==> config.mk <==
export PLATFORM = sky130hd
export DESIGN_NAME = lmd_queue
export DESIGN_NICKNAME = d
export VERILOG_FILES = /design/src/rtl/lmd_pkg.sv /design/src/rtl/lmd_queue.sv
export SDC_FILE = /design/constraint.sdc
export NUM_CORES = 1
export LEC_CHECK = 0
export BUFFER_PORTS_ARGS = -buffer_cell sky130_fd_sc_hd__buf_2
export CELL_PAD_IN_SITES_DETAIL_PLACEMENT = 1
export CELL_PAD_IN_SITES_GLOBAL_PLACEMENT = 1
export CORE_MARGIN = 3
export CORE_UTILIZATION = 52
export DETAILED_ROUTE_END_ITERATION = 10
export PLACE_DENSITY = 0.84
export SYNTH_ARGS = -nofsm -noshare
export SYNTH_HDL_FRONTEND = slang
export SYNTH_SLANG_ARGS = --single-unit
==> constraint.sdc <==
create_clock -name i_clk -period 4.2 [get_ports i_clk]
set_clock_uncertainty 0.1 [all_clocks]
set_input_delay 0.63 -clock i_clk [delete_from_list [all_inputs] [get_ports i_clk]]
set_output_delay 0.63 -clock i_clk [all_outputs]
set_load 0.005 [all_outputs]
==> src/rtl/lmd_pkg.sv <==
// Package for the 3x3 local minimum detector: widths, register indexes,
// the detection record passed between the front, the queue and the back,
// and the neighbourhood comparison function. No dependencies.
package lmd_pkg;

    localparam int SCORE_W     = 24;
    localparam int COORD_W     = 12;
    localparam int SIZE_W      = 13;
    localparam int MAX_WIDTH   = 4096;
    localparam int MAX_HEIGHT  = 4096;
    localparam int QUEUE_DEPTH = 8;
    localparam int QPTR_W      = $clog2(QUEUE_DEPTH);
    localparam int QCNT_W      = $clog2(QUEUE_DEPTH + 1);
    localparam int CFG_IDX_W   = 2;
    localparam int CFG_DATA_W  = 24;

    localparam logic [CFG_IDX_W-1:0] CFG_FRAME_WIDTH  = 2'd0;
    localparam logic [CFG_IDX_W-1:0] CFG_FRAME_HEIGHT = 2'd1;
    localparam logic [CFG_IDX_W-1:0] CFG_THRESHOLD    = 2'd2;

    typedef logic [SCORE_W-1:0] t_score;
    typedef logic [COORD_W-1:0] t_coord;
    typedef logic [SIZE_W-1:0]  t_size;

    // Window rows top to bottom, columns left to right.
    typedef logic [2:0][2:0][SCORE_W-1:0] t_win;

    typedef struct packed {
        logic x_ge1;
        logic x_ge2;
        logic x_last;
        logic y_ge1;
        logic y_ge2;
        logic y_last;
    } t_flags;

    // Bit 0: centre cell, bit 1: right column, bit 2: bottom row,
    // bit 3: bottom right corner. Coordinates are those of the newest pixel.
    typedef struct packed {
        t_coord     x;
        t_coord     y;
        logic [3:0] mask;
    } t_det;

    function automatic logic is_min(input t_win win, input int r, input int c,
                                    input logic l_ok, input logic r_ok,
                                    input logic u_ok, input logic d_ok,
                                    input t_score thr);
        logic res;
        logic h_ok;
        logic v_ok;
        int   nr;
        int   nc;
        res = (win[r][c] <= thr);
        for (int dr = -1; dr <= 1; dr++) begin
            for (int dc = -1; dc <= 1; dc++) begin
                nr   = r + dr;
                nc   = c + dc;
                h_ok = (dc == -1) ? l_ok : ((dc == 1) ? r_ok : 1'b1);
                v_ok = (dr == -1) ? u_ok : ((dr == 1) ? d_ok : 1'b1);
                if (!(dr == 0 && dc == 0) && nr >= 0 && nr <= 2 && nc >= 0 && nc <= 2
                    && h_ok && v_ok) begin
                    if (win[nr][nc] < win[r][c]) begin
                        res = 1'b0;
                    end
                end
            end
        end
        return res;
    endfunction

endpackage

==> src/rtl/lmd_queue.sv <==
// Detection record queue between the front and the back of the local
// minimum detector. Uses lmd_pkg for its depth and record type.
module lmd_queue (
    input  logic                       i_clk,
    input  logic                       i_rst_n,
    input  logic                       i_push,
    input  lmd_pkg::t_det              i_push_det,
    input  logic                       i_pop,
    output lmd_pkg::t_det              o_head,
    output logic                       o_head_valid,
    output logic [lmd_pkg::QCNT_W-1:0] o_count
);

    lmd_pkg::t_det                r_entries [lmd_pkg::QUEUE_DEPTH];
    logic [lmd_pkg::QPTR_W-1:0]   r_wr_ptr;
    logic [lmd_pkg::QPTR_W-1:0]   r_rd_ptr;
    logic [lmd_pkg::QCNT_W-1:0]   r_count;

    always_ff @(posedge i_clk) begin
        if (i_push) begin
            r_entries[r_wr_ptr] <= i_push_det;
        end
    end

    always_ff @(posedge i_clk) begin
        if (!i_rst_n) begin
            r_wr_ptr <= '0;
            r_rd_ptr <= '0;
            r_count  <= '0;
        end else begin
            if (i_push) begin
                r_wr_ptr <= r_wr_ptr + lmd_pkg::QPTR_W'(1);
            end
            if (i_pop) begin
                r_rd_ptr <= r_rd_ptr + lmd_pkg::QPTR_W'(1);
            end
            r_count <= r_count + lmd_pkg::QCNT_W'(i_push) - lmd_pkg::QCNT_W'(i_pop);
        end
    end

    assign o_head       = r_entries[r_rd_ptr];
    assign o_head_valid = (r_count != '0);
    assign o_count      = r_count;

endmodule

* Yosys cells after proc, flatten, opt, wreduce, memory -nomap -nowiden *
Memory sizes are Yosys's and may differ from the RTL's. A register that Yosys moved wholly into a read port is not among the register bits.
Cells that the tools add are included.

operators by class
  $add $sub $neg = 4
  multiplexer cells = 4
  reductions and logical operators = 1

operator list
  operator             count
  $add 3x1->3 const B  2
  $mux 3               2
  $add 4x1->4          1
  $reduce_bool 4->1    1
  $sub 4x1->4          1
  $mux 1               2

storage, ports and cells
  register bits after elaboration = 10
  RAM bits = 224
  input port bits = 32
  word-level logic and storage cells = 13
  memories = 1

memories
  name       depth  width  read ports  clocked after memory_dff  wr ports  RTL line         text
  r_entries  8      28     1           1                         1         lmd_queue.sv:14  lmd_pkg::t_det r_entries [lmd_pkg::QUEUE_DEPTH];

* Longest topological paths before layout *
Gate-level depths: netlist of run 1.

  word-level depth = 3
  depth in mapped cells = 8
  depth with buffers taken out = 8

* Worst setup path after synthesis of run 1 *
Ideal clock, no wire load.

  path type = input port to flip-flop
  start = input i_push
  end = memory r_entries[0][0] (netlist name), enable pin
  library setup time = 0.448 ns
  data arrival time = 2.662 ns
  required time = 3.652 ns
  path slack = 0.990 ns
  cell stages on the path = 2
  path buffers = 0
  cells stage by stage = nand2b_1 > nor3_1

between the ends
  word-level cells in the longest chain between the ends = 2

ends and longest elaborated chain
  element                       RTL line         text
  from (decl)                   lmd_queue.sv:6   input logic i_push,
  $mux 1                        lmd_queue.sv:20  if (i_push) begin
  $mux 1 (not written as such)  lmd_queue.sv:21  r_entries[r_wr_ptr] <= i_push_det;
  to (decl)                     lmd_queue.sv:14

No other way between the ends.

==> impl_metrics.yaml, run 1 <==
status:
  outcome: "complete, no violations"
die:
  fp.dieW_um: 137.9
  rows: 47
  io_pins: 65
  core_um2: 16820
  initial_utilization_pct: 53.82
  die_h_um: 137.9
  die_area_um2: 19020
synth:
  postSynthCellCount: 390
  yosys-top-cells-count: "edfxtp_1, mux4_2, mux2_2, dfxtp_1, clkbuf_1"
  synth_top_flop_cell: "edfxtp_1"
  ys_async_sr_fraction_pct: 0
  synth_edf_count: 224
  syn_area_per_cell_um2: 23.21
  yosysMostFrequentCell: "edfxtp_1"
  ys_seq_elements: 237
  synthTopCellsByArea: "edfxtp_1, mux4_2, mux2_2"
  synth_nets: 430
  synth.top_cell.area_share_pct: 74.32
  ys_seq_area_share_pct: 77.19
  ys_warn_count: 0
  synth_cell_types: 23
  synth.cell_area_um2: 9051
  yosys.area.top_type: "edfxtp_1"
worst_setup_path:
  worstSetupPathType: "register to output pin"
  crit_buf_inv: 2
  critPathSlowestCell: "dfxtp_4"
  required_ns: 3.47
  start_kind: "register"
  critPathMaxStageDelay_ns: 0.66
  reg2regPathDepth: 2
  crit_arrival_ns: 2.53
  end_kind: "output pin"
  path_max_fanout: 34
  cp_top_family: "multiplexers"
  cp_num_cells: 4
  cp_cell_sequence: "buf_12 > mux4_1 > mux2_2 > buf_2"
final_layout:
  layout-drive-gt1-share_pct: 41.02
  fillers: 1401
  syn_to_final_growth_pct: 16.59
  fin_nets: 511
  n_antenna_cell: 0
global_route:
  antenna_found_initial: 2
  grt_max_degree: 57
  grt_pass1_vias: 4567
  grt_overflow: 0
  grt_first_pass_wirelength_um: 27260
  grt_usage_pct: 19.65
route:
  drtAntennaViolNets: 0
  wire_per_inst_um: 25.39
  post-route-drc-count: 0
  drt_iter0_markers: 323
  via_per_inst: 5.754
  drt_pre_antenna_iters: 4
  via_count: 4085
  drt-total-wl_um: 18030
place:
  gp_congestion: 0.6868
  place_hpwl_um: 10350
  port-buffer-count: 64
clock_tree:
  post-cts-setup-buffers: 0
  cts_inserted_buffers: 25
  path_clk_slew_ns: 0.06
  cts-hold-fix-buffers: 0
  ctsHtreeMaxLevel: 1
  cts_tree: "built"
  ctsResizeCount: 0
  max-clock-path-buffers: 3
  root_buffer: "clkbuf_16"
  clock-sinks: 237
  clk_latency_ns: 0.51
sta:
  post-route-period-util_pct: 77.62
  hold_viol_final: 0
  fin_tns_setup_ns: 0
  rsz0062_at_grt: "false"
  slew_headroom_pct: 25.49
  setup_viol: 0
  fmax_mhz: 306.7
  worstMarginPinSlew_ns: 1.115
  report.final.slew_viol_count: 0
  min_period_ns: 3.260
hold_path:
  hp-class: "input port to register"
  hold_depth: 1
flow_run:
  drv_cap: 0
power_and_ir_drop:
  power.total_mw: 5.490
  p_leak_nw: 3.460
  irDropWorstVdd_v: 0.0003372
  power_density_nw_per_um2: 520.2
-- kinds of logic after synthesis --
kind of cell	count (synthesis)	synth area share, %
XOR/XNOR	5	0.4839
multiplexers	87	18.00
AO/OA/AOI/OAI	2	0.1382
flip-flops	237	77.19
adder cells (fa/ha/maj)	8	1.189
buffers and inverters	23	1.410
AND/OR/NAND/NOR	28	1.590
-- state kept, by name, indices dropped and copies added, names as in the netlist, named ones only --
signal	count
o_count	4
r_entries	224
r_rd_ptr	3
r_wr_ptr	3
-- cells in the final DEF, fill, tap and decap left out, drive strengths merged --
cell type and instances:
nor3 2, clkinv 6, clkinvlp 3, edfxtp 224, buf 70, mux4 56, xnor2 3, nand2b 4
clkbuf 31, a21oi 1, nand3 1, mux2 28, nor2b 3, dfxtp 13, bufinv 5, xor2 2
fa 1, a21o 1, ha 7, mux2i 3, nor2 6, nand2 5, inv 8, and2 7
-- stage by stage --
step | hold WS (ns) | util [%] | instance area (um2) | instances | setup slack (ns)
after floorplan | 0.4125 | - | 9051 | 390 | 0.9898
after global placement | 0.4330 | 57.46 | 9664 | 664 | 1.450
after detailed placement | 0.4579 | 57.46 | 9664 | 664 | 1.422
after CTS | 0.2794 | 62.74 | 10550 | 710 | 0.8600
after global routing | 0.2889 | 62.74 | 10550 | 710 | 0.7677
final | 0.2936 | 62.74 | 10550 | 710 | 0.9399
-- metal layers --
layer	vias to the layer above	share of wire, %	routed length (um)	global-route usage, %
met5	-	0.16	28	0
met4	4	1.0	183	4.336
met3	22	5.1	921	3.810
met2	110	53	9592	34.35
met1	2168	41	7304	25.95
li1	1781	-	-	-
-- power by group --
group,internal (mW),switching [mW]
logic,0.234,0.209
registers,2.66,0.0529
clock network,1.46,0.877
total,4.35,1.14
-- cell type report --
class,instances,area [um2],share of cell area (%)
Multi-Input combinational cell,130,1992,18.88
Timing Repair Buffer,70,377.9,3.581
Tap cell,220,275.3,2.608
Clock buffer,31,678.2,6.426
Sequential cell,237,6993,66.27
Inverter,7,26.28,0.2490
Clock inverter,15,210.2,1.992
-- worst paths after layout --
kind	from	end	slack [ns]
hold reg to reg	r_rd_ptr[1]	register	0.48
setup reg to reg	r_wr_ptr[0]	r_entries[7][20]	2.10
setup / recovery	register	o_head[19]	0.94
hold / removal	i_push_det[11]	r_entries[0][11]	0.29
Power figures use the tool's default switching activity.
==> run 2, diff against run 1 <==
CORE_UTILIZATION = 48   (was 52)
PLACE_DENSITY = 0.81   (was 0.84)
clock period = 2.8 ns   (was 4.2 ns; I/O delays follow)
==> run 2 against run 1 <==
Critical path depth is the same; sequential share of layout area decreased by 0.34 points; power is 42% higher; count of clock-buffer cells in the layout shrank 2; cell count is 2.3% higher; largest cell class unchanged.
==> impl_metrics.yaml, run 2 (synthesis gave the netlist of run 1 again) <==
clock_tree:
  clock-sinks: 237
  cts_tree: "built"
  cts-hold-fix-buffers: 0
  cts_inserted_buffers: 25
  path_clk_slew_ns: 0.06
  clk_latency_ns: 0.50
  post-cts-setup-buffers: 0
  ctsResizeCount: 0
  ctsHtreeMaxLevel: 1
  max-clock-path-buffers: 3
  root_buffer: "clkbuf_16"
worst_setup_path:
  critPathSlowestCell: "mux4_1"
  reg2regPathDepth: 3
  required_ns: 2.28
  end_kind: "output pin"
  r2r-start: "r_wr_ptr[2]"
  rr_endpoint: "r_entries[0][13]"
  crit_arrival_ns: 2.15
  start_kind: "register"
  cp_cell_sequence: "buf_12 > mux4_1 > mux2_2 > buf_2"
  worstSetupPathType: "register to output pin"
  r2r_slack_ns: 0.93
  critPathMaxStageDelay_ns: 0.61
  path_max_fanout: 30
global_route:
  grt_pass1_vias: 4579
  grt_usage_pct: 18.49
  grt_first_pass_wirelength_um: 28150
  grt_overflow: 0
  antenna_found_initial: 2
  grt_max_degree: 31
hold_path:
  holdCritStartpoint: "i_push_det[7]"
  hold_depth: 1
  hp-class: "input port to register"
  holdPathEnd: "r_entries[7][7]"
sta:
  report.final.slew_viol_count: 0
  fmax_mhz: 373.9
  setup_viol: 0
  fin_ws_ns: 0.1257
  hold_ws_ns: 0.08650
  fin_tns_setup_ns: 0
  worstMarginPinSlew_ns: 0.6125
  min_period_ns: 2.674
  post-route-period-util_pct: 95.51
  rsz0062_at_grt: "false"
  hold_viol_final: 0
  slew_headroom_pct: 59.17
route:
  drt-total-wl_um: 18490
  wire_per_inst_um: 25.47
  drt_iter0_markers: 319
  post-route-drc-count: 0
  via_count: 4156
  via_per_inst: 5.725
  drtAntennaViolNets: 0
  drt_pre_antenna_iters: 4
power_and_ir_drop:
  power.total_mw: 7.820
  irDropWorstVdd_v: 0.0004263
  power_density_nw_per_um2: 737.3
  p_leak_nw: 3.463
place:
  place_hpwl_um: 11310
  dp_slack_ns: 0.6072
  place_area_um2: 9856
  gp_congestion: 0.6809
  port-buffer-count: 64
die:
  rows: 49
  die_h_um: 143.3
  io_pins: 65
  fp.dieW_um: 143.3
  die_area_um2: 20540
  core_um2: 18270
  initial_utilization_pct: 49.54
final_layout:
  fin_area_um2: 10610
  syn_to_final_growth_pct: 17.18
  final_common_cell: "edfxtp_1"
  mostFrequentLayoutCells: "edfxtp_1, buf_2, mux4_2, mux2_2, clkbuf_16"
  largest_reg_flops: 224
  layout-drive-gt1-share_pct: 39.72
  fin_nets: 520
  top_register: "r_entries"
  fillers: 1544
flow_run:
  drv_cap: 0
status:
  outcome: "complete, no violations"
==> run 2: layer usage <==
layer  up-vias  global-route usage, %  wire, um
met5         -                      0        34
met2       101                  32.20      9511
met1      2222                  24.48      7744
met3        29                  3.694       899
li1       1800                      -         -
met4         4                  4.163       303
==> run 2: area by class of cell <==
class	instances	area, um2	area share (%)
tap	229	286.5	2.701
sequential	237	6993	65.93
multi-input combinational	130	2004	18.90
antenna	1	2.502	0.02359
timing repair buffer	79	545.5	5.143
clock buffer	29	640.6	6.040
inverter	7	26.28	0.2477
clock inverter	14	107.6	1.015
==> run 2: power breakdown <==
group	switching (mW)	internal [mW]	total, mW
registers	0.0591	3.99	4.05
logic	0.341	0.368	0.710
clock network	1.26	1.80	3.06
total	1.66	6.16	7.82
==> run 2: worst max-delay path by stage <==
stage / to / depth (start not counted) / slack, ns
finish: o_head[19] / 4 / 0.13
global route: o_head[0] / 4 / 0.02
CTS: o_head[0] / 4 / 0.07
detailed placement: o_head[0] / 4 / 0.61
global placement: o_head[0] / 4 / 0.64
floorplan: r_entries[1][0] / 2 / 0.55
==> run 2: worst max-delay path: cells and delay by family, from the launching register on <==
| family | cells | cell delay [ns] |
|---|---|---|
| multiplexers | 2 | 0.88 |
| flip-flops | 1 | 0.37 |
| buffers and inverters | 2 | 0.37 |
==> run 2: stage by stage <==
stage	utilization (%)	cells
after floorplan	-	390
after global placement	53.94	682
after detailed placement	53.94	682
after CTS	58.04	725
after global routing	58.04	725
final	58.05	726
