[src/rtl/lmd_pkg.sv]
// Package for the 3x3 local minimum detector: widths, register indexes,
// the detection record passed between the front, the queue and the back,
// and the neighbourhood comparison function. No dependencies.
package lmd_pkg;

    localparam int SCORE_W     = 24;
    localparam int COORD_W     = 12;
    localparam int SIZE_W      = 13;
    localparam int MAX_WIDTH   = 4096;
    localparam int MAX_HEIGHT  = 4096;
    localparam int QUEUE_DEPTH = 8;
    localparam int QPTR_W      = $clog2(QUEUE_DEPTH);
    localparam int QCNT_W      = $clog2(QUEUE_DEPTH + 1);
    localparam int CFG_IDX_W   = 2;
    localparam int CFG_DATA_W  = 24;

    localparam logic [CFG_IDX_W-1:0] CFG_FRAME_WIDTH  = 2'd0;
    localparam logic [CFG_IDX_W-1:0] CFG_FRAME_HEIGHT = 2'd1;
    localparam logic [CFG_IDX_W-1:0] CFG_THRESHOLD    = 2'd2;

    typedef logic [SCORE_W-1:0] t_score;
    typedef logic [COORD_W-1:0] t_coord;
    typedef logic [SIZE_W-1:0]  t_size;

    // Window rows top to bottom, columns left to right.
    typedef logic [2:0][2:0][SCORE_W-1:0] t_win;

    typedef struct packed {
        logic x_ge1;
        logic x_ge2;
        logic x_last;
        logic y_ge1;
        logic y_ge2;
        logic y_last;
    } t_flags;

    // Bit 0: centre cell, bit 1: right column, bit 2: bottom row,
    // bit 3: bottom right corner. Coordinates are those of the newest pixel.
    typedef struct packed {
        t_coord     x;
        t_coord     y;
        logic [3:0] mask;
    } t_det;

    function automatic logic is_min(input t_win win, input int r, input int c,
                                    input logic l_ok, input logic r_ok,
                                    input logic u_ok, input logic d_ok,
                                    input t_score thr);
        logic res;
        logic h_ok;
        logic v_ok;
        int   nr;
        int   nc;
        res = (win[r][c] <= thr);
        for (int dr = -1; dr <= 1; dr++) begin
            for (int dc = -1; dc <= 1; dc++) begin
                nr   = r + dr;
                nc   = c + dc;
                h_ok = (dc == -1) ? l_ok : ((dc == 1) ? r_ok : 1'b1);
                v_ok = (dr == -1) ? u_ok : ((dr == 1) ? d_ok : 1'b1);
                if (!(dr == 0 && dc == 0) && nr >= 0 && nr <= 2 && nc >= 0 && nc <= 2
                    && h_ok && v_ok) begin
                    if (win[nr][nc] < win[r][c]) begin
                        res = 1'b0;
                    end
                end
            end
        end
        return res;
    endfunction

endpackage

[src/rtl/lmd_back.sv]
// Back end of the local minimum detector: expands each detection record
// into one result item per set mask bit, through an output register.
// Uses lmd_pkg.
module lmd_back (
    input  logic            i_clk,
    input  logic            i_rst_n,
    input  lmd_pkg::t_det   i_head,
    input  logic            i_head_valid,
    output logic            o_pop,
    output logic            o_out_valid,
    input  logic            i_out_stall,
    output lmd_pkg::t_coord o_min_x,
    output lmd_pkg::t_coord o_min_y,
    output logic            o_last_of_run
);

    logic [3:0]      r_done;
    logic            r_out_valid;
    lmd_pkg::t_coord r_min_x;
    lmd_pkg::t_coord r_min_y;
    logic            r_last;

    logic [3:0]      avail;
    logic [3:0]      sel;
    logic            last;
    logic            load;
    lmd_pkg::t_coord n_x;
    lmd_pkg::t_coord n_y;

    assign avail = i_head.mask & ~r_done;
    assign sel   = avail & (~avail + 4'd1);
    assign last  = ((avail & ~sel) == 4'd0);
    assign load  = i_head_valid && (avail != 4'd0) && (!r_out_valid || !i_out_stall);
    assign o_pop = load && last;

    always_comb begin
        n_x = i_head.x;
        n_y = i_head.y;
        if (sel[0] || sel[2]) begin
            n_x = i_head.x - lmd_pkg::COORD_W'(1);
        end
        if (sel[0] || sel[1]) begin
            n_y = i_head.y - lmd_pkg::COORD_W'(1);
        end
    end

    always_ff @(posedge i_clk) begin
        if (!i_rst_n) begin
            r_done      <= '0;
            r_out_valid <= 1'b0;
        end else begin
            if (load) begin
                r_out_valid <= 1'b1;
                r_done      <= last ? 4'd0 : (r_done | sel);
            end else if (!i_out_stall) begin
                r_out_valid <= 1'b0;
            end
        end
    end

    always_ff @(posedge i_clk) begin
        if (load) begin
            r_min_x <= n_x;
            r_min_y <= n_y;
            r_last  <= last;
        end
    end

    assign o_out_valid   = r_out_valid;
    assign o_min_x       = r_min_x;
    assign o_min_y       = r_min_y;
    assign o_last_of_run = r_last;

endmodule

[config.mk]
export PLATFORM = sky130hd
export DESIGN_NAME = lmd_back
export DESIGN_NICKNAME = d
export VERILOG_FILES = /design/src/rtl/lmd_pkg.sv /design/src/rtl/lmd_back.sv
export SDC_FILE = /design/constraint.sdc
export NUM_CORES = 1
export LEC_CHECK = 0
export ABC_AREA = 1
export BUFFER_PORTS_ARGS = -buffer_cell sky130_fd_sc_hd__buf_2
export CORE_MARGIN = 10
export CORE_UTILIZATION = 25
export CTS_CLUSTER_SIZE = 24
export DETAILED_ROUTE_END_ITERATION = 16
export SLEW_MARGIN = 15
export SYNTH_ARGS = -nofsm -noshare
export SYNTH_HDL_FRONTEND = slang
export SYNTH_SLANG_ARGS = --single-unit
[constraint.sdc]
create_clock -name i_clk -period 2 [get_ports i_clk]
set_input_delay 0.2 -clock i_clk [delete_from_list [all_inputs] [get_ports i_clk]]
set_output_delay 0.2 -clock i_clk [all_outputs]
set_load 0.1 [all_outputs]
### Word level (Yosys, flattened, before mapping)

Index checks and enable logic that the tools add are counted.

* flip-flop bits (word level): 30
* latch bits: 0
* memory bits (writable): 0
* memory bits (read-only): 0
* input port bits: 32
* logic and storage cells: 31
* memories kept: 0

* add/subtract/negate cells: 3
* $mul: 0
* div/mod/pow operators: 0
* magnitude comparators: 0
* eq/ne operators: 1
* shifts and indexed selects: 0
* muxes and demuxes: 5
* bitwise operators: 7
* reduce and logical (&&, ||, !) cells: 10

Operators by type and width (number)
* 2-to-1 mux 12 bit: 2
* subtractor 12 x 1 -> 12 bit, second input constant: 2
* bitwise AND 4 bit: 3
* NOT 4 bit: 3
* adder 4 x 1 -> 4 bit, second input constant: 1
* logical NOT 4 bit: 1
* 2-to-1 mux 4 bit: 1
* bitwise OR 4 bit: 1
* nonzero test 4 bit: 1
* logical AND 1 bit: 3
* logical OR 1 bit: 3
* logical NOT 1 bit: 2
* 2-to-1 mux 1 bit: 2
* inequality test 2 x 1 -> 1 bit, second input constant: 1

### Depth between registers and ports, before layout

Gate-level depths: netlist of run 1.

* depth in word-level cells: 9
* depth in mapped cells: 9
* mapped depth without buffers: 9

### Worst setup path after synthesis of run 1

No wires, ideal clock.

* path kind: register -> output
* start: register r_out_valid (netlist: o_out_valid)
* end: output o_pop
* arrival: 2.926 ns
* required time: 1.800 ns
* path slack: -1.126 ns
* cell stages (with the launch flop): 6
* buffers on the path: 0
* path through: dfxtp_1 > nand2_1 > inv_1 > nor3_2 > nand2_1 > inv_1

* longest elaborated chain between the ends: 4

Ends and longest elaborated chain
* from (decl): RTL line lmd_back.sv:18 `logic r_out_valid;`
* from (signal assigned): RTL line lmd_back.sv:50 `r_out_valid <= 1'b0;`
* from (signal assigned): RTL line lmd_back.sv:53 `r_out_valid <= 1'b1;`
* from (signal assigned): RTL line lmd_back.sv:56 `r_out_valid <= 1'b0;`
* logical NOT 1 bit: RTL line lmd_back.sv:33 `assign load = i_head_valid && (avail != 4'd0) && (!r_out_valid || !i_out_stall);`
* logical OR 1 bit: RTL line lmd_back.sv:33
* logical AND 1 bit: RTL line lmd_back.sv:33
* net load: RTL line lmd_back.sv:26 `logic load;`
* logical AND 1 bit: RTL line lmd_back.sv:34 `assign o_pop = load && last;`
* to (decl): RTL line lmd_back.sv:9 `output logic o_pop,`

The timed path passes the listed nets, and every way through them passes these cells.

### Final worst setup path of run 1

* start: register r_done[2]
* end: output o_pop

* elaborated cells on any way between the ends: 12
* classes of those cells: add/sub: 1; bitwise: 6; reduce/logical: 5

RTL lines
* from (decl): RTL line lmd_back.sv:17 `logic [3:0] r_done;`
* from (signal assigned): RTL line lmd_back.sv:54 `r_done <= last ? 4'd0 : (r_done | sel);`
* NOT 4 bit: RTL line lmd_back.sv:30 `assign avail = i_head.mask & ~r_done;`
* bitwise AND 4 bit: RTL line lmd_back.sv:30
* nonzero test 4 bit: RTL line lmd_back.sv:33
* logical AND 1 bit (2 in series): RTL line lmd_back.sv:33
* net load: RTL line lmd_back.sv:26
* logical AND 1 bit: RTL line lmd_back.sv:34

The timed path passes the listed nets, and every way through them passes these cells.

==> results by stage, run 1 <==
Worst setup path:
- By instance count, the cell type seen most on the critical path is sky130_fd_sc_hd__nand2_1.
- The highest fanout seen on the critical path is 6.
- The critical path goes through inv_1, nand2_1, nand2_1, nor2_2, nor3_4, nand2_2, clkinvlp_4, buf_12.
- The source of the worst register-to-register timing path is r_done[2].
- For flop-to-flop paths, the worst setup slack is 380 ps.
- The cell with the largest stage delay on the worst path is sky130_fd_sc_hd__dfxtp_1.
- STA classifies the critical path startpoint as a flip-flop.
- For the worst setup path, the data required time is 1800 ps.
- The endpoint identified for the worst register-to-register timing path is o_min_y[8].
- The depth of the most critical reg-to-reg path is 7.
- The stage delay of the slowest cell on the critical path is around 300 ps.
- STA classifies the critical path endpoint as a primary output.
- The worst path arrival time is about 1600 ps.
- The worst setup path category is reg -> out.

Finish:
- The area added between synthesis and finish is 34.7%.
- Across the whole layout, storage elements account for 855 um2.
- In the layout the commonest cells are sky130_fd_sc_hd__buf_2, sky130_fd_sc_hd__nand2_1, sky130_fd_sc_hd__nor2_1.
- The number of antenna diodes in the final layout is 0.
- The area used by multi-input combinational logic is ~730 um2.
- The cell area after layout is approximately 2300 um2.
- Leaving out fill and tap cells, the most frequent cell in the layout is sky130_fd_sc_hd__buf_2.
- The count of cells in the finished layout, fillers not included, comes to 344.
- Fill cells in the final layout number 679.
- The core occupancy in the finished layout is 35.2%.
- Of the cells placed in the final design, the portion with a size suffix greater than 1 is roughly a third.
- After the last flow step, the layout net total stands at 300.

Timing:
- The headroom to the max-slew limit is 67.1%.
- The worst path setup slack after routing is 224 ps.
- The setup TNS is 0 ps.
- The count of endpoints failing hold in the final timing report was 0.
- The minimum hold slack is 185 ps.
- Clock skew on the completed layout was measured at 2.96 ps.
- Setup repair after global routing left no endpoint under its margin.
- The number of pins with negative max-slew slack in the final report is 0.
- For the pin with the worst max-slew slack, the measured transition is 497 ps.
- The post-layout minimum cycle time is 1780 ps.
- Static timing analysis puts the maximum clock frequency at 0.563 GHz.
- The worst path uses 88.8% of the clock period.
- The final setup violation count is 0.

Logic synthesis:
- The cell count after synthesis is between 150 and 200.
- The post-synthesis instance area is 1680 um2.
- The warning count from the yosys run is 0.
- Dividing the synthesized area by the synthesized cell count gives 8.48 um2.
- When the netlist entered floorplanning its net count stood at about 230.
- Counting flops and latches in the post-synthesis netlist gives 30.
- The share of the yosys chip area belonging to registers is 50.7%.
- The count of cell types in the netlist is 23.

Min path:
- The type of the worst min-delay path is in -> reg.
- In this run the most critical hold path is launched from i_rst_n.
- Counting instances, the worst hold path has a depth of 2.
- For hold timing, the worst endpoint is o_out_valid.

Placed design:
- After detailed placement, the total cell area comes to ~2100 um2.
- The weighted congestion at the end of routability-driven global placement is ~0.79.
- Input and output buffers added on the ports amount to 58.
- The estimated wirelength of the detail-placed design is 3470 um.
- The post-placement setup slack is 379 ps.
- The number of instances in the placed design is approximately 340.

Run:
- The tool flagged a number of max-cap violations equal to 0.

Clock network:
- The clock insertion delay at the later pin of the skew report is 280 ps.
- The TritonCTS clock tree is built.
- The number of clock sinks is 30.
- The clock-pin slew reported for the worst setup and hold paths after clock tree synthesis is 70 ps.
- The clock passes through at most 2 buffers.
- The cell sitting at the root of the clock tree is a sky130_fd_sc_hd__clkbuf_8.
- The count of instances resized after the clock tree is built is 0.
- The number of clock buffers added by TritonCTS is 5.
- The H-tree was split into 2 levels.

Route:
- For this block, the via count after detailed routing is 1466.
- The first detailed-routing pass took 4 iterations.
- The first-iteration detailed-routing DRC count is 54.
- The final antenna-violating net count is 0.
- The routed wirelength normalized by instance count is roughly 12 um.
- Summed over all layers, the routed wires come to 4190 um.
- The detailed-route DRC error count is 0.
- The ratio of routed vias to standard cells is 4.26.

Floorplanning:
- The effective utilization at floorplan is 26.1%.
- From left edge to right edge, the die measures 102 um.
- The die is 102 um tall.
- In this run the core area contains 29 standard-cell rows.
- The total die area is 10400 um2.
- After floorplanning, the core was sized to cover approximately 6400 um2.
- The number of top-level pins is 59.

Pwr:
- The leakage power total is 1.04 nW.
- For this design the ratio of total power to cell area is 922 nW/um2.
- Summing internal, switching and leakage power gives 2.09 mW.
- IR analysis of the VDD net gives a maximum drop of approximately 360 uV.

Outcome:
- The run finished with clean final reports.

Global route:
- The global-route usage over all layers is 8.26%.
- The via count of the first global-routing pass was 1558.
- The maximum number of pins on one net before global-route repair is 12.
- The global-route wire length before repair is ~7000 um.
- The initial antenna violation count is 1.
- For this run the aggregate overflow at the end of global routing stands at 0.
==> cell usage after synthesis <==
master	count	area [um2]
sky130_fd_sc_hd__a21boi_0	1	7.51
sky130_fd_sc_hd__dfxtp_1	5	100
sky130_fd_sc_hd__edfxtp_1	25	751
sky130_fd_sc_hd__ha_1	2	25.0
sky130_fd_sc_hd__inv_1	31	116
sky130_fd_sc_hd__inv_2	1	3.75
sky130_fd_sc_hd__nand2_1	55	206
sky130_fd_sc_hd__nand2_2	3	18.8
sky130_fd_sc_hd__nand2_4	1	11.3
sky130_fd_sc_hd__nand3_1	8	40.0
sky130_fd_sc_hd__nand3_4	1	17.5
sky130_fd_sc_hd__nand3b_1	1	7.51
sky130_fd_sc_hd__nand4_1	5	31.3
sky130_fd_sc_hd__nor2_1	31	116
sky130_fd_sc_hd__nor2_2	1	6.26
sky130_fd_sc_hd__nor2_4	2	22.5
sky130_fd_sc_hd__nor3_1	1	5.00
sky130_fd_sc_hd__nor3_2	1	10.0
sky130_fd_sc_hd__o21ai_0	6	30.0
sky130_fd_sc_hd__o21ai_1	1	5.00
sky130_fd_sc_hd__o21ai_4	1	16.3
sky130_fd_sc_hd__xnor2_1	7	61.3
sky130_fd_sc_hd__xor2_1	8	70.1
==> sequential cells by signal (all words and copies together) (netlist names) <==
register       cells
o_last_of_run      1
o_min_x           12
o_min_y           12
o_out_valid        1
r_done             4
==> logic make-up after synthesis <==
group / count (synthesis) / share of synthesized area [%]
AND/OR/NAND/NOR: 110 / 29.4
buffers and inverters: 32 / 7.15
flip-flops: 30 / 50.7
XOR/XNOR: 15 / 7.82
AO/OA/AOI/OAI: 9 / 3.50
adder cells (fa/ha/maj): 2 / 1.49
==> worst max-delay path: cells and delay by family (launching register included) <==
kind	cells	cell delay, ps
and+or+nand+nor	5	700
buffers and inverters	3	310
DFF	1	300
==> per-layer routing <==
metal | GRT usage, % | share of wire [%] | vias up
li1 | - | - | 760
met1 | 8.44 | 40 | 646
met2 | 14.7 | 49 | 50
met3 | 4.12 | 9.7 | 8
met4 | 2.28 | 0.72 | 2
met5 | 0 | 0.43 | -
==> worst max path at each step <==
stage                 end  cells after the start   startpoint
finish              o_pop                      8    r_done[2]
global route        o_pop                      8    r_done[2]
CTS                 o_pop                      8    r_done[2]
detailed placement  o_pop                      8    r_done[2]
global placement    o_pop                      8    r_done[0]
floorplan           o_pop                      5  o_out_valid
==> where the power goes <==
part	switching, mW	internal (mW)
combinational	0.487	0.117
clock	0.237	0.493
sequential	0.0130	0.739
total	0.736	1.35
==> repair_timing <==
| action | 4_1_cts | 5_1_grt |
|---|---|---|
| buffers inserted | 0 | 1 |
| hold buffers | 0 | 0 |
| setup endpoints to repair | 0 | 1 |
==> layout make-up <==
class | instances | area share [%]
well taps | 77 | 4.26
multi-input cells | 136 | 32.1
repair buffers | 61 | 14.5
inverters | 32 | 5.48
flip-flops and latches | 30 | 37.8
clock inverters | 3 | 2.82
clock buffers | 5 | 3.04
(Power assumes the default switching activity.)
==> run 2, diff against run 1 <==
CTS_BUF_LIST = sky130_fd_sc_hd__clkbuf_4 sky130_fd_sc_hd__clkbuf_8 sky130_fd_sc_hd__clkbuf_16   (was default)
PLACE_DENSITY = 0.42   (was default)
clock period = 1.71 ns   (was 2 ns; I/O delays follow)
==> results by stage, run 2 (synthesis gave the netlist of run 1 again) <==
Placed design:
- In this run the tool buffered the top-level ports with 58 buffer cells.
- Routability-driven placement finished with a final weighted congestion of 0.792.
- Detailed placement finished with a half-perimeter wire length of 3510 um.

Finish:
- Of the cells placed in the final design, the portion with a size suffix greater than 1 is 34.7%.
- The number of nets in the layout is 304.
- Cells fill 35.5% of the core in the end.
- The antenna diode count is 0.
- Compared with the post-synthesis result, the final layout area differs by 35.9%.
- Leaving out fill and tap cells, the most frequent cell in the layout is sky130_fd_sc_hd__buf_2.
- In the layout the commonest cells are sky130_fd_sc_hd__buf_2, sky130_fd_sc_hd__nand2_1, sky130_fd_sc_hd__inv_1, sky130_fd_sc_hd__nor2_1, sky130_fd_sc_hd__edfxtp_1.

Timing:
- The headroom to the max-slew limit is 67.2%.
- The post-layout minimum cycle time is 1610 ps.
- The number of pins with negative max-slew slack in the final report is 0.
- The count of endpoints failing hold in the final timing report is 0.
- Between clock sinks in the finished design, the worst skew comes to 6.53 ps.
- The final critical path takes up a little over nine tenths of the cycle.
- Setup repair after global routing could not meet its margin everywhere.
- The minimum hold slack is 152 ps.
- Derived from the worst setup path, the maximum achievable clock frequency is about 0.62 GHz.
- Summed over all failing endpoints, the final setup total negative slack is 0 ps.
- For the pin with the worst max-slew slack, the measured transition is 495 ps.
- Setup violations remaining at the end of the flow were counted as 0.

Floorplanning:
- The number of top-level pins is approximately 60.
- Measured along the x axis, the die boundary spans between 100 and 150 um.
- In this run the vertical extent of the chip is between 100 and 150 um.
- The region available for standard cell placement spans 6420 um2.
- The total die area is between 10000 and 15000 um2.
- The effective utilization at floorplan is between 20% and 30%.
- The number of placement rows is 29.

Clock network:
- The longest clock path from root to sink contains 2 buffers.
- The clock tree synthesis step divided the H-tree into 2 levels.
- TritonCTS built the clock tree.
- The number of buffers inserted during clock tree synthesis is 5.
- The number of clock sinks is 30.
- The root buffer cell is sky130_fd_sc_hd__clkbuf_8.
- The clock insertion delay at the later pin of the skew report is 280 ps.
- The clock-pin slew reported for the worst setup and hold paths after clock tree synthesis is 70 ps.

Outcome:
- The run finished with clean final reports.

Worst setup path:
- The depth of the most critical reg-to-reg path is 8.
- Data on the critical path is required at its endpoint by 1540 ps.
- STA puts the critical path data arrival time at between 1000 and 1500 ps.
- The worst setup path category is reg -> out.
- The kind of end point of the critical path is a primary output.
- STA classifies the critical path startpoint as a flip-flop.
- The highest fanout seen on the critical path is 6.

Run:
- The tool flagged a number of max-cap violations equal to 0.

Min path:
- Counting instances, the worst hold path has a depth of 2.
- The min-delay analysis places its worst path in the category in -> reg.

Global route:
- Summed over all layers, the global routing overflow is 0.
- The first global-routing pass estimated 6930 um of wire.
- The maximum number of pins on one net before global-route repair is 14.
- The global-route usage over all layers is roughly 8.3%.
- The via count of the first global-routing pass is 1447.
- The initial antenna violation count is 0.

Pwr:
- The leakage power total is 1.05 nW.
- The worst supply voltage drop on vdd is 300 uV.
- Dividing total power by cell area gives a power density of 1010 nW/um2.

Route:
- The aggregate routed wire length is between 4000 and 5000 um.
- The ratio of routed vias to standard cells is 4.10.
- The detailed-route DRC error count is 0.
- Dividing the detail-routed wire length by the instance count gives roughly 12 um.
- In this run the remaining antenna-violating nets after routing total 0.
- The detailed router finished its first iteration with just under 50 violations.
- The routed layout has 1426 vias.
- The number of optimization iterations in the first detailed-route pass is 4.
run 2: cell count changes in the layout (fill, tap and decap cells not counted), sizes merged:
cell	before	now
buf	61	65
bufinv	2	1
clkinv	1	2
run 2: final cells by class:
type / count / area [um2]
inverter: 32 / 124
fill: 689 / 4140
timing repair buffer: 65 / 358
sequential: 30 / 856
tap: 77 / 96.3
clock buffer: 5 / 68.8
clock inverter: 3 / 40.0
multi-input combinational: 136 / 739
run 2: power breakdown:
group	internal (mW)	leakage, nW	switching [mW]
Clock	0.428	0.0579	0.277
Sequential	0.865	0.283	0.0159
Combinational	0.150	0.708	0.568
Total	1.44	1.05	0.861
run 2: timing repair:
| item | CTS | global route |
|---|---|---|
| setup endpoints to repair | 1 | 2 |
| resized for setup | 1 | 4 |
| pin swaps | 1 | 1 |
| hold buffers | 0 | 0 |
| setup buffers | 2 | 3 |
run 2: metal layers:
| layer | part of all wire [%] | global-route usage, % | wire (um) | vias to the layer above |
|---|---|---|---|---|
| met5 | 0 | 0 | 0 | - |
| met4 | 0.85 | 2.60 | 36 | 0 |
| met3 | 9.7 | 3.98 | 410 | 4 |
| met2 | 46 | 13.8 | 1940 | 35 |
| met1 | 44 | 9.34 | 1840 | 618 |
| li1 | - | - | - | 769 |
run 2: critical path, stage by stage (launching register included):
cell and delay [ps]:
sky130_fd_sc_hd__dfxtp_1 300, sky130_fd_sc_hd__inv_1 70, sky130_fd_sc_hd__nand2_2 120, sky130_fd_sc_hd__nand2_2 110, sky130_fd_sc_hd__nor2_2 50, sky130_fd_sc_hd__nor3_4 160, sky130_fd_sc_hd__nand2_2 110, sky130_fd_sc_hd__clkinvlp_4 90
sky130_fd_sc_hd__buf_12 160
run 2: path summary, 6_finish.rpt:
kind	from	end	slack [ps]
worst max register to register	r_done[0]	o_min_x[8]	180
worst min-delay path	i_rst_n	o_out_valid	150
worst max-delay path	r_done[2]	o_pop	100
worst min register to register	r_done[3]	r_done[3]	490
run 2: metrics by stage:
step                total power [mW]  instances  cell area, um2  worst slack [ps]
floorplan                       1.45        198            1710              -355
global route                    2.43        348            2280             -45.1
detailed placement              1.60        335            2120               199
global placement                1.61        335            2120               227
CTS                             2.33        345            2250              5.05
finish                          2.30        348            2280              95.2
==> run 3, diff against run 2 <==
--- a/config.mk
+++ b/config.mk
@@ -8,4 +8,6 @@
 export ABC_AREA = 1
 export BUFFER_PORTS_ARGS = -buffer_cell sky130_fd_sc_hd__buf_2
+export CELL_PAD_IN_SITES_DETAIL_PLACEMENT = 2
+export CELL_PAD_IN_SITES_GLOBAL_PLACEMENT = 2
 export CORE_MARGIN = 10
 export CORE_UTILIZATION = 25
@@ -13,5 +15,5 @@
 export CTS_CLUSTER_SIZE = 24
 export DETAILED_ROUTE_END_ITERATION = 16
-export PLACE_DENSITY = 0.42
+export PLACE_DENSITY = 0.68
 export SLEW_MARGIN = 15
 export SYNTH_ARGS = -nofsm -noshare
==> constraint.sdc (replaced) <==
create_clock -name i_clk -period 1.9 [get_ports i_clk]
set_input_delay 0.19 -clock i_clk [delete_from_list [all_inputs] [get_ports i_clk]]
set_output_delay 0.19 -clock i_clk [all_outputs]
set_load 0.02 [all_outputs]
==> results by stage, run 3 (synthesis gave the netlist of run 1 again) <==
Outcome:
- The run finished with clean final reports.

Timing:
- Setup repair after global routing left no endpoint under its margin.
- The setup TNS is 0 ps.
- The post-layout minimum cycle time is 1730 ps.
- The headroom to the max-slew limit is 76.6%.
- The actual slew at the worst max-slew pin is 350 ps.
- The number of pins with negative max-slew slack in the final report came to 0.
- Derived from the worst setup path, the maximum achievable clock frequency is roughly 0.58 GHz.
- The count of endpoints failing hold in the final timing report is 0.
- Setup violations remaining at the end of the flow were counted as 0.
- On the final layout, the worst clock skew is 5.11 ps.
- The fraction of the cycle the final worst path needs is 91.3%.

Route:
- For this block, the initial DRC count from the detailed router was 34.
- The via count is 1517.
- The number of optimization iterations in the first detailed-route pass is 6.
- The aggregate routed wire length is between 5000 and 6000 um.
- In the routed design, unresolved DRC markers number 0.
- The detailed route wirelength on metal3 is 355 um.
- In the final routed layout, each cell accounts on average for 15.0 um.
- The routed length on met2 is between 2000 and 3000 um.
- The met1 layer wirelength in the final routing is 2110 um.
- The highest metal layer with signal wires is met4.
- The count of nets left with antenna violations once routing finished came out at 0.
- The ratio of routed vias to standard cells is 4.42.

Finish:
- The number of nets in the layout is 299.
- The most common cell after layout, fill and taps aside is sky130_fd_sc_hd__buf_2.
- The area added between synthesis and finish is 30.3%.
- The final cell count without fillers is 343.
- Of the cells placed in the final design, the portion with a size suffix greater than 1 is 29.7%.
- In the layout the commonest cells are sky130_fd_sc_hd__buf_2, sky130_fd_sc_hd__nand2_1, sky130_fd_sc_hd__inv_1, sky130_fd_sc_hd__nor2_1, sky130_fd_sc_hd__edfxtp_1.
- In the final layout, flip-flops and latches occupy 851 um2.
- The antenna diode count is 0.
- The filler cells instantiated in the layout total 767.
- In the final layout, the multi-input gates occupy 717 um2.

Floorplanning:
- The region available for standard cell placement spans 6420 um2.
- The initial utilization of the core area, before any placement, comes to 26.1%.
- The total die area is 10400 um2.
- The number of top-level pins is 59.
- Row generation in the floorplan step produced 29 rows.
- From bottom edge to top edge, the die measures roughly 100 um.
- In this run the horizontal extent of the chip is ~100 um.

Worst setup path:
- The launch point of the worst path is r_done[0].
- The source of the worst register-to-register timing path is r_done[0].
- In this run the critical register-to-register path is captured at o_min_x[8].
- Across all register-to-register paths, the minimum setup slack is between 200 and 300 ps.
- Among the stages of the critical path, the cell type that occurs most often is sky130_fd_sc_hd__inv_1.
- The depth of the most critical reg-to-reg path is 7.
- Following the worst setup path forward leads to its endpoint at o_pop.
- STA classifies the critical path startpoint as a flip-flop.
- The highest fanout seen on the critical path is 10.
- At the worst endpoint, the required time is 1710 ps.
- The largest single stage delay on the critical path is around 310 ps.
- The largest individual stage delay along the critical path comes from the cell sky130_fd_sc_hd__dfxtp_1.
- The worst setup path category is reg -> out.
- The worst setup path is captured at a primary output.
- The critical path goes through inv_1, nand2_2, nand2_4, nor2_1, nor3_4, nand2_1, inv_1, buf_2.
- At the worst endpoint, the arrival time is 1540 ps.

Global route:
- The initial antenna violation count is 0.
- The via count of the first global-routing pass is 1663.
- Global routing finished with a remaining overflow of 0.
- The global-route usage over all layers is 9.99%.
- Entering global routing, the biggest net connects 23 pins.
- The global-route wire length before repair is 8250 um.

Placed design:
- The weighted congestion at the end of routability-driven global placement is around 0.77.
- The number of buffer cells added on primary ports is 58.
- Once placement completed, the tool counted placed cells totaling around 330.
- The estimated wirelength of the detail-placed design is 4260 um.

Pwr:
- The worst supply voltage drop on vdd is about 230 uV.
- In this run the power density over the cells is 756 nW/um2.
- The leakage power total is around 1.0 nW.

Clock network:
- The clock insertion delay at the later pin of the skew report is about 280 ps.
- The number of buffers between clock root and the deepest sink is 2.
- The number of buffers inserted during clock tree synthesis is 5.
- The clock drives 30 sinks.
- The TritonCTS clock tree is built.
- The number of hold-repair buffers added at the cts stage is 0.
- In this run the number of H-tree levels came out at 2.
- The tree is rooted in a sky130_fd_sc_hd__clkbuf_8.
- The clock-pin slew reported for the worst setup and hold paths after clock tree synthesis is 70 ps.

Run:
- The count of maximum capacitance violations is 0.

Min path:
- The type of the worst min-delay path is in -> reg.
[run 3: cell types whose count changed in the layout (fill, tap and decap cells not counted), moves of 2 or more]
| cell | before | now |
|---|---|---|
| sky130_fd_sc_hd__nand2_2 | 6 | 4 |
| sky130_fd_sc_hd__inv_1 | 29 | 31 |
| sky130_fd_sc_hd__nor2_1 | 29 | 31 |
| sky130_fd_sc_hd__buf_4 | 7 | 1 |
| sky130_fd_sc_hd__dfxtp_1 | 3 | 5 |
| sky130_fd_sc_hd__nand2_1 | 51 | 54 |
[run 3: cell type report]
class | instances | share of cell area [%]
Clock inverter | 2 | 0.400
Sequential cell | 30 | 38.9
Tap cell | 77 | 4.41
Inverter | 32 | 5.49
Timing Repair Buffer | 60 | 14.5
Clock buffer | 6 | 3.49
Multi-Input combinational cell | 136 | 32.8
[run 3: through the flow]
step | instance area [um2] | utilization, % | hold slack, ps | setup slack [ps] | power, mW
final | 2190 | 34.1 | 183 | 166 | 1.65
after global routing | 2190 | 34.1 | 207 | 35.9 | 1.75
after CTS | 2180 | 34.0 | 178 | 117 | 1.69
after detailed placement | 2090 | 32.6 | 460 | 237 | 1.17
after global placement | 2090 | 32.6 | 456 | 300 | 1.16
after floorplan | 1690 | - | 342 | 7.75 | 1.01
[run 3: worst min path at each step]
stage                   start           to  slack, ps  cells past startpoint
floorplan             i_rst_n    r_done[2]        340                      2
global placement    r_done[3]    r_done[3]        460                      2
detailed placement  r_done[3]    r_done[3]        460                      2
CTS                   i_rst_n  o_out_valid        180                      2
global route          i_rst_n  o_out_valid        210                      2
finish                i_rst_n  o_out_valid        180                      2
[run 3: worst max-delay path, delay by kind of cell, from the launching register on]
kind,cells,cell delay [ps]
simple gates,5,650
flops,1,310
buf+inv,3,290
[run 3: report_power, final]
group,internal [mW],switching (mW),total [mW]
Combinational,0.119,0.237,0.355
Clock,0.266,0.240,0.506
Sequential,0.778,0.0140,0.792
[run 3: metal layers]
metal | track usage, % | up-vias
met5 | 0 | -
met4 | 3.25 | 0
met3 | 2.90 | 4
li1 | - | 754
met1 | 11.5 | 722
met2 | 17.5 | 37
[run 3: what timing repair did]
action,4_1_cts,5_1_grt
endpoints found under the setup margin,1,1
endpoints found under the hold margin,0,0
cloned,0,0
gates resized for setup,0,1
setup buffers,1,0
pin swaps,1,0
